$ cat src/assert_macros.svh
// Assertion macros shared by the scheduler RTL.
// Needs a clock named clk and an active-low reset named arst_n in scope.
`ifndef ASSERT_MACROS_SVH
`define ASSERT_MACROS_SVH
`ifndef NO_ASSERTIONS
// Checked at every clock edge outside reset.
`define CTS_ASSERT(label, prop) \
	label: assert property (@(posedge clk) disable iff (!arst_n) prop) \
		else $error("cts: assertion failed");
// Checked at every clock edge, reset included.
`define CTS_ASSERT_ALWAYS(label, prop) \
	label: assert property (@(posedge clk) prop) \
		else $error("cts: invariant violated");
`else
`define CTS_ASSERT(label, prop)
`define CTS_ASSERT_ALWAYS(label, prop)
`endif
`endif

$ cat src/cts_pkg.sv
// Types and constants of the cooperative task scheduler.
// Used by cts_cell, cts_head and cooperative_task_scheduler; depends on nothing.
package cts_pkg;

	localparam int OP_W        = 2;
	localparam int DELAY_W     = 16;
	localparam int PEND_W      = 8;
	localparam int SLOT_FIELD_W = 5;
	localparam int KIND_W      = 2;
	localparam int MAX_RESULTS = 32;
	localparam int RES_W       = $clog2(MAX_RESULTS + 1);

	localparam logic [PEND_W-1:0] PENDING_MAX = 8'd255;

	// Operation codes of an input transaction.
	typedef enum logic [OP_W-1:0] {
		OP_ADD      = 2'd0,
		OP_TICK     = 2'd1,
		OP_DISPATCH = 2'd2,
		OP_DELETE   = 2'd3
	} op_t;

	// Kinds of result transaction.
	typedef enum logic [KIND_W-1:0] {
		KIND_DISPATCHED = 2'd0,
		KIND_ADDED      = 2'd1,
		KIND_REFUSED    = 2'd2
	} kind_t;

	// Contents of one task slot.
	typedef struct packed {
		logic               valid;
		logic [DELAY_W-1:0] delay;
		logic [DELAY_W-1:0] period;
		logic [PEND_W-1:0]  pending;
	} slot_t;

	// Walk control handed to the head unit.
	typedef struct packed {
		logic tick;
		logic dispatch;
	} head_ctl_t;

endpackage

$ cat src/cts_cell.sv
// One task slot cell of the scheduler ring.
// Depends on cts_pkg for the slot type.
module cts_cell (
	input  logic            clk,
	input  logic            arst_n,
	input  logic            shift_en,
	input  cts_pkg::slot_t  shift_in,
	input  logic            wr_en,
	input  cts_pkg::slot_t  wr_data,
	output cts_pkg::slot_t  slot_q
);

	// A direct write happens only while the ring is at rest; otherwise the
	// cell takes its neighbour's contents on every walk step.
	always_ff @(posedge clk or negedge arst_n) begin
		if (!arst_n) begin
			slot_q <= '0;
		end else if (wr_en) begin
			slot_q <= wr_data;
		end else if (shift_en) begin
			slot_q <= shift_in;
		end
	end

endmodule

$ cat src/cts_head.sv
// Update unit at the head of the slot ring: applies a tick or a dispatch
// to the slot passing through. Depends on cts_pkg.
module cts_head (
	input  cts_pkg::head_ctl_t ctl,
	input  cts_pkg::slot_t     slot_in,
	output cts_pkg::slot_t     slot_out,
	output logic               hit
);

	// Tick counts the delay down or, when due, raises the pending count (saturating)
	// and reloads a periodic slot; dispatch takes one pending run and retires a one-shot slot.
	always_comb begin
		slot_out = slot_in;
		hit      = 1'b0;
		if (ctl.tick) begin
			if (slot_in.valid) begin
				if (slot_in.delay == '0) begin
					if (slot_in.pending != cts_pkg::PENDING_MAX) begin
						slot_out.pending = slot_in.pending + 8'd1;
					end
					if (slot_in.period != '0) begin
						slot_out.delay = slot_in.period;
					end
				end else begin
					slot_out.delay = slot_in.delay - 16'd1;
				end
			end
		end else if (ctl.dispatch && slot_in.pending != '0) begin
			hit = 1'b1;
			slot_out.pending = slot_in.pending - 8'd1;
			if (slot_in.period == '0) begin
				slot_out = '0;
			end
		end
	end

endmodule

$ cat src/cooperative_task_scheduler.sv
// Cooperative time-triggered task scheduler, top level.
// Depends on cts_pkg, cts_cell, cts_head and assert_macros.svh.
//
// Input channel (in_valid, in_stall) carries operation, start_delay,
// repeat_period and slot_index; output channel (out_valid, out_stall)
// carries task_slot, result_kind and last. A transaction moves on an edge
// where valid is high and stall is low.
// Add and delete complete at the accepting edge, which registers an add's single
// result in the output register. Tick and dispatch rotate the slot ring once
// through the head unit, one slot per cycle while no held result waits on a
// stalled output, and the input stays stalled for the whole walk; a dispatch that
// found work then passes through ST_FLUSH to hand over its final result,
// marked by last. The input is stalled until the current operation is
// complete and the output register can take a new result.
// When the receiver stalls, the output register holds its result and the
// ring pauses at the next slot that must report, so nothing is lost.
// Dispatch reports at most 32 slots per transaction; later pending slots
// keep their runs. Reset empties all slots and hands out slot 1 next.
// Slots are never reused, and an add to a full table is refused.
`include "assert_macros.svh"

module cooperative_task_scheduler #(
	parameter int TASK_SLOTS = 32
) (
	input  logic        clk,
	input  logic        arst_n,
	input  logic        in_valid,
	output logic        in_stall,
	input  logic [1:0]  operation,
	input  logic [15:0] start_delay,
	input  logic [15:0] repeat_period,
	input  logic [4:0]  slot_index,
	output logic        out_valid,
	input  logic        out_stall,
	output logic [4:0]  task_slot,
	output logic [1:0]  result_kind,
	output logic        last
);

	localparam int SLOT_W = (TASK_SLOTS > 1) ? $clog2(TASK_SLOTS) : 1;
	localparam int NF_W   = $clog2(TASK_SLOTS + 1);

	typedef enum logic [1:0] {
		ST_IDLE,
		ST_WALK,
		ST_FLUSH
	} state_t;

	state_t                                 state_q;
	logic                                   is_disp_q;
	logic [SLOT_W-1:0]                      walk_q;
	logic [cts_pkg::RES_W-1:0]              nres_q;
	logic                                   hold_valid_q;
	logic [SLOT_W-1:0]                      hold_slot_q;
	logic [NF_W-1:0]                        next_free_q;
	logic                                   out_valid_q;
	logic [cts_pkg::SLOT_FIELD_W-1:0]       out_slot_q;
	cts_pkg::kind_t                         out_kind_q;
	logic                                   out_last_q;

	cts_pkg::slot_t    cell_q [TASK_SLOTS];
	cts_pkg::slot_t    head_out;
	cts_pkg::head_ctl_t head_ctl;
	cts_pkg::slot_t    wr_data;
	cts_pkg::op_t      op;
	logic              head_hit;
	logic              out_free;
	logic              accept;
	logic              table_full;
	logic              walk_end;
	logic              shift_en;
	logic              push_hold;

	assign op         = cts_pkg::op_t'(operation);
	assign out_free   = !out_valid_q || !out_stall;
	assign in_stall   = !(state_q == ST_IDLE && out_free);
	assign accept     = in_valid && !in_stall;
	assign table_full = next_free_q >= NF_W'(TASK_SLOTS);
	assign walk_end   = walk_q == SLOT_W'(TASK_SLOTS - 1);

	// Head unit works on the slot at cell zero during a walk.
	assign head_ctl.tick     = (state_q == ST_WALK) && !is_disp_q;
	assign head_ctl.dispatch = (state_q == ST_WALK) && is_disp_q
		&& (nres_q < cts_pkg::RES_W'(cts_pkg::MAX_RESULTS));

	cts_head u_head (
		.ctl      (head_ctl),
		.slot_in  (cell_q[0]),
		.slot_out (head_out),
		.hit      (head_hit)
	);

	// A hit with an earlier result still held must first pass that result on.
	assign push_hold = head_hit && hold_valid_q;
	assign shift_en  = (state_q == ST_WALK) && (!push_hold || out_free);

	// An add fills a fresh slot with no pending runs; a delete clears it.
	always_comb begin
		wr_data = '0;
		if (op == cts_pkg::OP_ADD) begin
			wr_data.valid  = 1'b1;
			wr_data.delay  = start_delay;
			wr_data.period = repeat_period;
		end
	end

	// The ring of slot cells; the head result re-enters at the far end.
	for (genvar i = 0; i < TASK_SLOTS; i++) begin : g_cell
		logic           wr_en;
		cts_pkg::slot_t shift_in;

		assign wr_en = accept && (
			(op == cts_pkg::OP_ADD && !table_full && 32'(next_free_q) == i) ||
			(op == cts_pkg::OP_DELETE && 32'(slot_index) == i));

		if (i == TASK_SLOTS - 1) begin : g_tail
			assign shift_in = head_out;
		end else begin : g_link
			assign shift_in = cell_q[i + 1];
		end

		cts_cell u_cell (
			.clk      (clk),
			.arst_n   (arst_n),
			.shift_en (shift_en),
			.shift_in (shift_in),
			.wr_en    (wr_en),
			.wr_data  (wr_data),
			.slot_q   (cell_q[i])
		);
	end

	// Sequencer, slot allocation and the output register.
	always_ff @(posedge clk or negedge arst_n) begin
		if (!arst_n) begin
			state_q      <= ST_IDLE;
			is_disp_q    <= 1'b0;
			walk_q       <= '0;
			nres_q       <= '0;
			hold_valid_q <= 1'b0;
			hold_slot_q  <= '0;
			next_free_q  <= NF_W'(1);
			out_valid_q  <= 1'b0;
			out_slot_q   <= '0;
			out_kind_q   <= cts_pkg::KIND_DISPATCHED;
			out_last_q   <= 1'b0;
		end else begin
			if (out_valid_q && !out_stall) begin
				out_valid_q <= 1'b0;
			end
			unique case (state_q)
				ST_IDLE: begin
					if (accept) begin
						walk_q <= '0;
						nres_q <= '0;
						unique case (op)
							cts_pkg::OP_ADD: begin
								out_valid_q <= 1'b1;
								out_last_q  <= 1'b1;
								if (table_full) begin
									out_slot_q <= '0;
									out_kind_q <= cts_pkg::KIND_REFUSED;
								end else begin
									out_slot_q  <= cts_pkg::SLOT_FIELD_W'(next_free_q);
									out_kind_q  <= cts_pkg::KIND_ADDED;
									next_free_q <= next_free_q + NF_W'(1);
								end
							end
							cts_pkg::OP_TICK: begin
								state_q   <= ST_WALK;
								is_disp_q <= 1'b0;
							end
							cts_pkg::OP_DISPATCH: begin
								state_q   <= ST_WALK;
								is_disp_q <= 1'b1;
							end
							cts_pkg::OP_DELETE: begin
								state_q <= ST_IDLE;
							end
							default: begin
								state_q <= ST_IDLE;
							end
						endcase
					end
				end
				ST_WALK: begin
					if (shift_en) begin
						if (head_hit) begin
							if (hold_valid_q) begin
								out_valid_q <= 1'b1;
								out_slot_q  <= cts_pkg::SLOT_FIELD_W'(hold_slot_q);
								out_kind_q  <= cts_pkg::KIND_DISPATCHED;
								out_last_q  <= 1'b0;
							end
							hold_valid_q <= 1'b1;
							hold_slot_q  <= walk_q;
							nres_q       <= nres_q + cts_pkg::RES_W'(1);
						end
						walk_q <= walk_q + SLOT_W'(1);
						if (walk_end) begin
							walk_q  <= '0;
							state_q <= (head_hit || hold_valid_q) ? ST_FLUSH : ST_IDLE;
						end
					end
				end
				ST_FLUSH: begin
					if (out_free) begin
						out_valid_q  <= 1'b1;
						out_slot_q   <= cts_pkg::SLOT_FIELD_W'(hold_slot_q);
						out_kind_q   <= cts_pkg::KIND_DISPATCHED;
						out_last_q   <= 1'b1;
						hold_valid_q <= 1'b0;
						state_q      <= ST_IDLE;
					end
				end
				default: begin
					state_q <= ST_IDLE;
				end
			endcase
		end
	end

	assign out_valid   = out_valid_q;
	assign task_slot   = out_slot_q;
	assign result_kind = out_kind_q;
	assign last        = out_last_q;

	// A held dispatch result never outlives its walk.
	`CTS_ASSERT_ALWAYS(a_hold_only_busy, hold_valid_q |-> state_q != ST_IDLE)
	// A dispatch never reports more slots than the result limit.
	`CTS_ASSERT(a_result_limit, nres_q <= cts_pkg::RES_W'(cts_pkg::MAX_RESULTS))
	// Slots are handed out in rising order and never taken back.
	`CTS_ASSERT(a_alloc_monotonic, 1'b1 |=> next_free_q >= $past(next_free_q))
	// The ring pauses only while a finished result is blocked at the output.
	`CTS_ASSERT(a_walk_pause, (state_q == ST_WALK && !shift_en) |-> (out_valid_q && out_stall))

endmodule

$ cat config.mk
export PLATFORM = sky130hd
export DESIGN_NAME = cooperative_task_scheduler
export DESIGN_NICKNAME = d
export VERILOG_FILES = /design/src/cts_pkg.sv /design/src/cts_cell.sv /design/src/cts_head.sv /design/src/cooperative_task_scheduler.sv
export VERILOG_INCLUDE_DIRS = /design/src /design/src/src
export SDC_FILE = /design/constraint.sdc
export NUM_CORES = 2
export LEC_CHECK = 0
export ABC_AREA = 0
export BUFFER_PORTS_ARGS = -buffer_cell sky130_fd_sc_hd__buf_2
export CAP_MARGIN = 10
export CORE_ASPECT_RATIO = 0.6
export CORE_MARGIN = 2
export CORE_UTILIZATION = 56
export DETAILED_ROUTE_END_ITERATION = 12
export MAX_ROUTING_LAYER = met4
export PLACE_DENSITY = 0.78
export RECOVER_POWER = 50
export REMOVE_ABC_BUFFERS = 1
export SLEW_MARGIN = 5
export SYNTH_ARGS = -nofsm -noshare
export SYNTH_HDL_FRONTEND = slang
export SYNTH_HIERARCHICAL = 1
export SYNTH_SLANG_ARGS = --single-unit
$ cat constraint.sdc
create_clock -name clk -period 4.9 [get_ports clk]
set_input_delay 0.98 -clock clk [delete_from_list [all_inputs] [get_ports clk]]
set_output_delay 0.98 -clock clk [all_outputs]
set_load 0.005 [all_outputs]
Yosys cells after proc, flatten, opt, wreduce, memory -nomap -nowiden:

Index checks and enable logic that the tools add are counted.

* bits in writable memories: 0
* word-level logic and storage cells: 554
* register bits after elaboration: 1347
* memories: 0
* output and inout port bits: 10
* memory bits (read-only): 0
* input port bits: 43
* bits in latches: 0

* equal/unequal tests: 77
* shift-type cells: 0
* multiply operators: 0
* bitwise operators: 1
* mux-type cells: 129
* divide/modulo/power cells: 0
* magnitude comparators: 2
* reduce and logical (&&, ||, !) cells: 200
* $add $sub $neg: 6

Operators by type and width (count)
* 41-bit two-way mux: 66
* 1-bit logical AND: 106
* 6-bit by 5-bit equality test with 1-bit output (second input constant): 16
* 5-bit equality test (second input constant): 17
* 16-bit two-way mux: 5
* 2-bit nonzero test: 35
* 5-bit two-way mux: 10
* 6-bit by 4-bit equality test with 1-bit output (second input constant): 8
* 5-bit by 4-bit equality test with 1-bit output (second input constant): 8
* 1-bit logical OR: 35
* 33-bit two-way mux: 1
* 16-bit zero test: 2
* 8-bit two-way mux: 4
* 6-bit by 3-bit equality test with 1-bit output (second input constant): 4
* 2-bit two-way mux: 11
* 5-bit by 3-bit equality test with 1-bit output (second input constant): 4
* 1-bit two-way mux: 19
* 6-bit two-way mux: 3
* 16-bit nonzero test: 1
* 16-bit by 1-bit subtractor with 16-bit output (second input constant): 1
* 5-bit case mux with 3 select lines: 1
* 6-bit by 1-bit adder with 6-bit output (second input constant): 2
* 6-bit by 2-bit equality test with 1-bit output (second input constant): 2
* 2-bit case mux with 3 select lines: 2
* 31 further kinds: 52

Logic depth before layout (Yosys ltp):

* word-level depth: 12
* depth in mapped cells: 16
* depth with buffers taken out: 11

Hierarchy:

The synthesis kept the hierarchy.

By module, submodules not included
* cts_cell: seq. area each 1026.0 um^2, area each 1935.6 um^2, cells each 178, instances 32
* cooperative_task_scheduler: seq. area each 877.1 um^2, area each 2801.4 um^2, cells each 336, instances 1
* cts_head: seq. area each 0.0 um^2, area each 1477.7 um^2, cells each 241, instances 1

Worst setup path after synthesis:

OpenSTA, ideal clock, no wires.

* path kind: register to register
* start: reg state_q[1]
* end: reg g_cell[0].u_cell/slot_q[25] (netlist name)
* clock period less this slack: 4.936 ns
* required time: 4.779 ns
* stages on the path, launching flop included: 17
* path slack: -0.036 ns
* arrival time: 4.815 ns
* cell sequence: dfrtp_1 > inv_1 > ha_1 > inv_1 > clkbuf_1 > nor2_1 > clkbuf_1 > clkbuf_1 > nor2_1 > clkbuf_1 > and4_1 > clkbuf_1 > nor2_1 > buf_6 > buf_12 > mux2i_1 > o21ai_2

RTL lines
* from (decl): line cooperative_task_scheduler.sv:49 `state_t state_q;`
* from (signal assigned): line cooperative_task_scheduler.sv:202 `state_q <= (head_hit || hold_valid_q) ? ST_FLUSH : ST_IDLE;`
* to (signal assigned): line cts_cell.sv:19 `slot_q <= wr_data;`
* to (signal assigned): line cts_cell.sv:21 `slot_q <= shift_in;`
* to (decl): line cts_cell.sv:10 `output cts_pkg::slot_t slot_q`

==> results.yml <==
run_status:
  status: "complete, but fails checks"
  violations: "max-capacitance violations, max-slew violations"
worst_setup_path:
  critical_path.max_fanout: 58
  critPathCaptureType: "register"
  critPathKind: "register to register"
  arrival_ps: 4950
  start_kind: "register"
  critPathRequiredTime_ps: 5500
sta:
  slew_viol_final: 172
  fin_tns_setup_ps: 0
  setup_viol: 0
  slew_headroom_pct: -124.7
  skew_ps: 31.16
  min_period_over_period_pct: 88.63
  max_freq_mhz: 230.3
  fin_ws_ps: 557.3
  period_needed_ps: 4343
  rsz0062_at_grt: "no"
  hold_viol: 0
  tightest_slew_ps: 3371
power_and_ir_drop:
  p_seq_share_pct: 41.7
  comb_power_share_pct: 26.5
  p_leak_nw: 31.00
  p_sw_share_pct: 31.89
  p_sw_w: 0.009847
  clkPwrFrac_pct: 31.8
  power.density_nw_per_um2: 435.5
  peakVddDrop_mv: 0.3680
  internal_power_w: 0.02103
logic_synthesis:
  synth_ff_type: "dfrtp_1"
  synth.top_cell.area_share_pct: 50.87
  ys_types: 75
  syn_area_per_cell_um2: 10.56
  synthCells: 6273
  yosysWarningCount: 6
  netlist_area_um2: 66220
  ys_async_sr_fraction_pct: 100.0
  synth_seq_area_share_pct: 50.91
  synth.area.top_cells: "dfrtp_1, mux2i_1, o21ai_1"
  synth-edff-count: 0
  yosys.area.top_type: "dfrtp_1"
  synth_seq_cells: 1347
clock_network:
  numCtsBuffers: 116
  clockBufferDepth: 3
  cts_tree: "done"
  htree_levels: 3
  clkTransAtPathRegs_ps: 70
  cts_hold_buf: 0
  root_buffer: "clkbuf_16"
  clock_sinks: 1347
  clk_latency_ps: 740
final_layout:
  nets: 6402
  drive_gt1_share_pct: 7.489
  postLayoutCoreUtil_pct: 60.59
  fin_area_um2: 70890
  area_delta_synth_final_pct: 7.061
die:
  placementRows: 97
  dieWidth_um: 447.9
  ios: 53
  fp.coreArea_um2: 117000
  die_h_um: 270.4
  initial_core_util_pct: 56.60
  die-area_um2: 121100
global_routing:
  grt_pass1_wl_um: 262200
  grtUsageTotal_pct: 28.34
  grt_pass1_vias: 45040
  grt_max_degree: 158
  antenna_found_initial: 2
  grt-ovfl-total: 0
route:
  antenna_left: 0
  routed_wl_um: 166300
  drtPass1Iterations: 6
  via_per_inst: 5.822
  drcViolationCount: 0
  num_vias: 46710
  first_iter_violations: 5737
  wl_per_cell_um: 20.73
placed_design:
  io_buffer_count: 52
  routabilityCongestion: 0.9428
  post_dp_cell_area_um2: 66860
  hpwlAfterDp_um: 99030
  place_ws_ps: 443.4
hold_path:
  hold_class: "register to register"
run:
  cap_violations: 1
power groups by stage:
stage                     combinational (W)  sequential (W)  clock [W]
after CTS                           0.00808          0.0128    0.00994
after global placement              0.00795          0.0130          0
after detailed placement            0.00805          0.0130          0
after floorplan                     0.00485          0.0120          0
final                               0.00819          0.0129    0.00982
after global routing                0.00873          0.0130     0.0104
worst paths after layout:
path,start,to,depth (start not counted),slack [ps]
max,state_q[1]$_DFFE_PN0P_,g_cell[28].u_cell/slot_q[21]$_DFFE_PN0P_,13,560
min,result_kind[1]$_DFFE_PN0P_,result_kind[1]$_DFFE_PN0P_,1,510
max reg2reg,state_q[1]$_DFFE_PN0P_,g_cell[28].u_cell/slot_q[21]$_DFFE_PN0P_,13,560
min reg2reg,result_kind[1]$_DFFE_PN0P_,result_kind[1]$_DFFE_PN0P_,1,510
max in group asynchronous,arst_n,g_cell[21].u_cell/slot_q[5]$_DFFE_PN0P_,2,800
min in group asynchronous,arst_n,g_cell[1].u_cell/slot_q[7]$_DFFE_PN0P_,1,1310
cell usage after synthesis, types with 8 or more instances:
cell type / count
a21oi_1: 32
a22oi_1: 25
a32oi_1: 8
and2_1: 36
and3_1: 10
buf_12: 128
buf_2: 166
buf_4: 32
buf_6: 35
clkbuf_1: 108
clkbuf_2: 32
dfrtp_1: 1346
ha_1: 20
inv_1: 20
mux2_2: 15
mux2i_1: 1319
nand2_1: 1348
nand3_1: 18
nand4_1: 10
nor2_1: 62
nor2b_1: 10
nor3_1: 11
nor4_1: 11
o21ai_0: 63
o21ai_1: 1248
o21ai_2: 33
o31ai_1: 11
cells by family after synthesis:
logic type	share of synthesized area (%)
buffers and inverters	7.061
adders and majority gates	0.3779
AOI/OAI and AO/OA	11.83
DFF	50.91
and+or+nand+nor	9.504
xor gates and xnor gates	0.1058
other	0.005663
muxes	20.21
cell type report:
class                   instances  area, µm²
diodes                          2      5.005
clock buffers                 177       3525
clock inverters                38      519.2
fillers                      9379      46100
inverters                      20      75.07
multi-input cells            4658      29050
flip-flops and latches       1347      33710
well taps                    1584       1982
repair buffers                196       2028
sequential cells by signal, indices dropped and copies added, names as in the netlist, 2 cells and up:
signal / flops
result_kind: 2
next_free_q: 6
task_slot: 5
walk_q: 5
state_q: 2
nres_q: 6
g_cell.u_cell/slot_q: 1312
hold_slot_q: 5
critical path, cell delays in order, from the launching register on:
cell	delay [ps]
dfrtp_1	430
inv_1	100
ha_1	430
inv_1	340
nor3b_2	510
o21ai_4	190
nor2_1	460
and4_1	480
nor2_4	130
buf_12	200
buf_12	180
buf_12	230
mux2i_1	160
o21ai_0	340
stage by stage:
stage,cells,hold slack [ps],total power (W)
3_5_place_dp,7800,499.8,0.02108
3_3_place_gp,7800,490.2,0.02095
6_report,8022,506.9,0.03088
4_1_cts,8015,229.8,0.03085
2_1_floorplan,6025,481.0,0.01686
5_1_grt,8022,528.5,0.03208
per-layer routing:
| metal | vias up | share of wire, % | global-route usage (%) |
|---|---|---|---|
| li1 | 21630 | - | - |
| met1 | 22980 | 46 | 42.96 |
| met2 | 1854 | 42 | 38.40 |
| met3 | 240 | 9.4 | 6.017 |
| met4 | 0 | 2.4 | 7.248 |
| met5 | - | 0 | - |
layout by cell type (no fill, tap or decap), types with 15 or more instances in the layout:
master        n
buf_4        72
clkbuf_8     35
a21oi_1      32
buf_12       54
and2_1       35
dfrtp_1    1346
buf_2        50
inv_1        20
clkbuf_16   118
clkbuf_1     31
ha_1         20
a22oi_1      25
clkinv_2     18
mux2_2       15
mux2i_1    1319
nand3_1      18
o21ai_0      63
o21ai_2      33
conb_1      256
o21ai_1    1248
nand2_1    1347
nor2_4       33
nor2_1       29
repair_timing:
action | in CTS | in global routing
setup endpoints to repair | 0 | 73
endpoints found under the hold margin | 0 | 0
resized for setup | 0 | 1
setup buffers | 0 | 0
No activity file was read; power rests on OpenSTA's default activity.
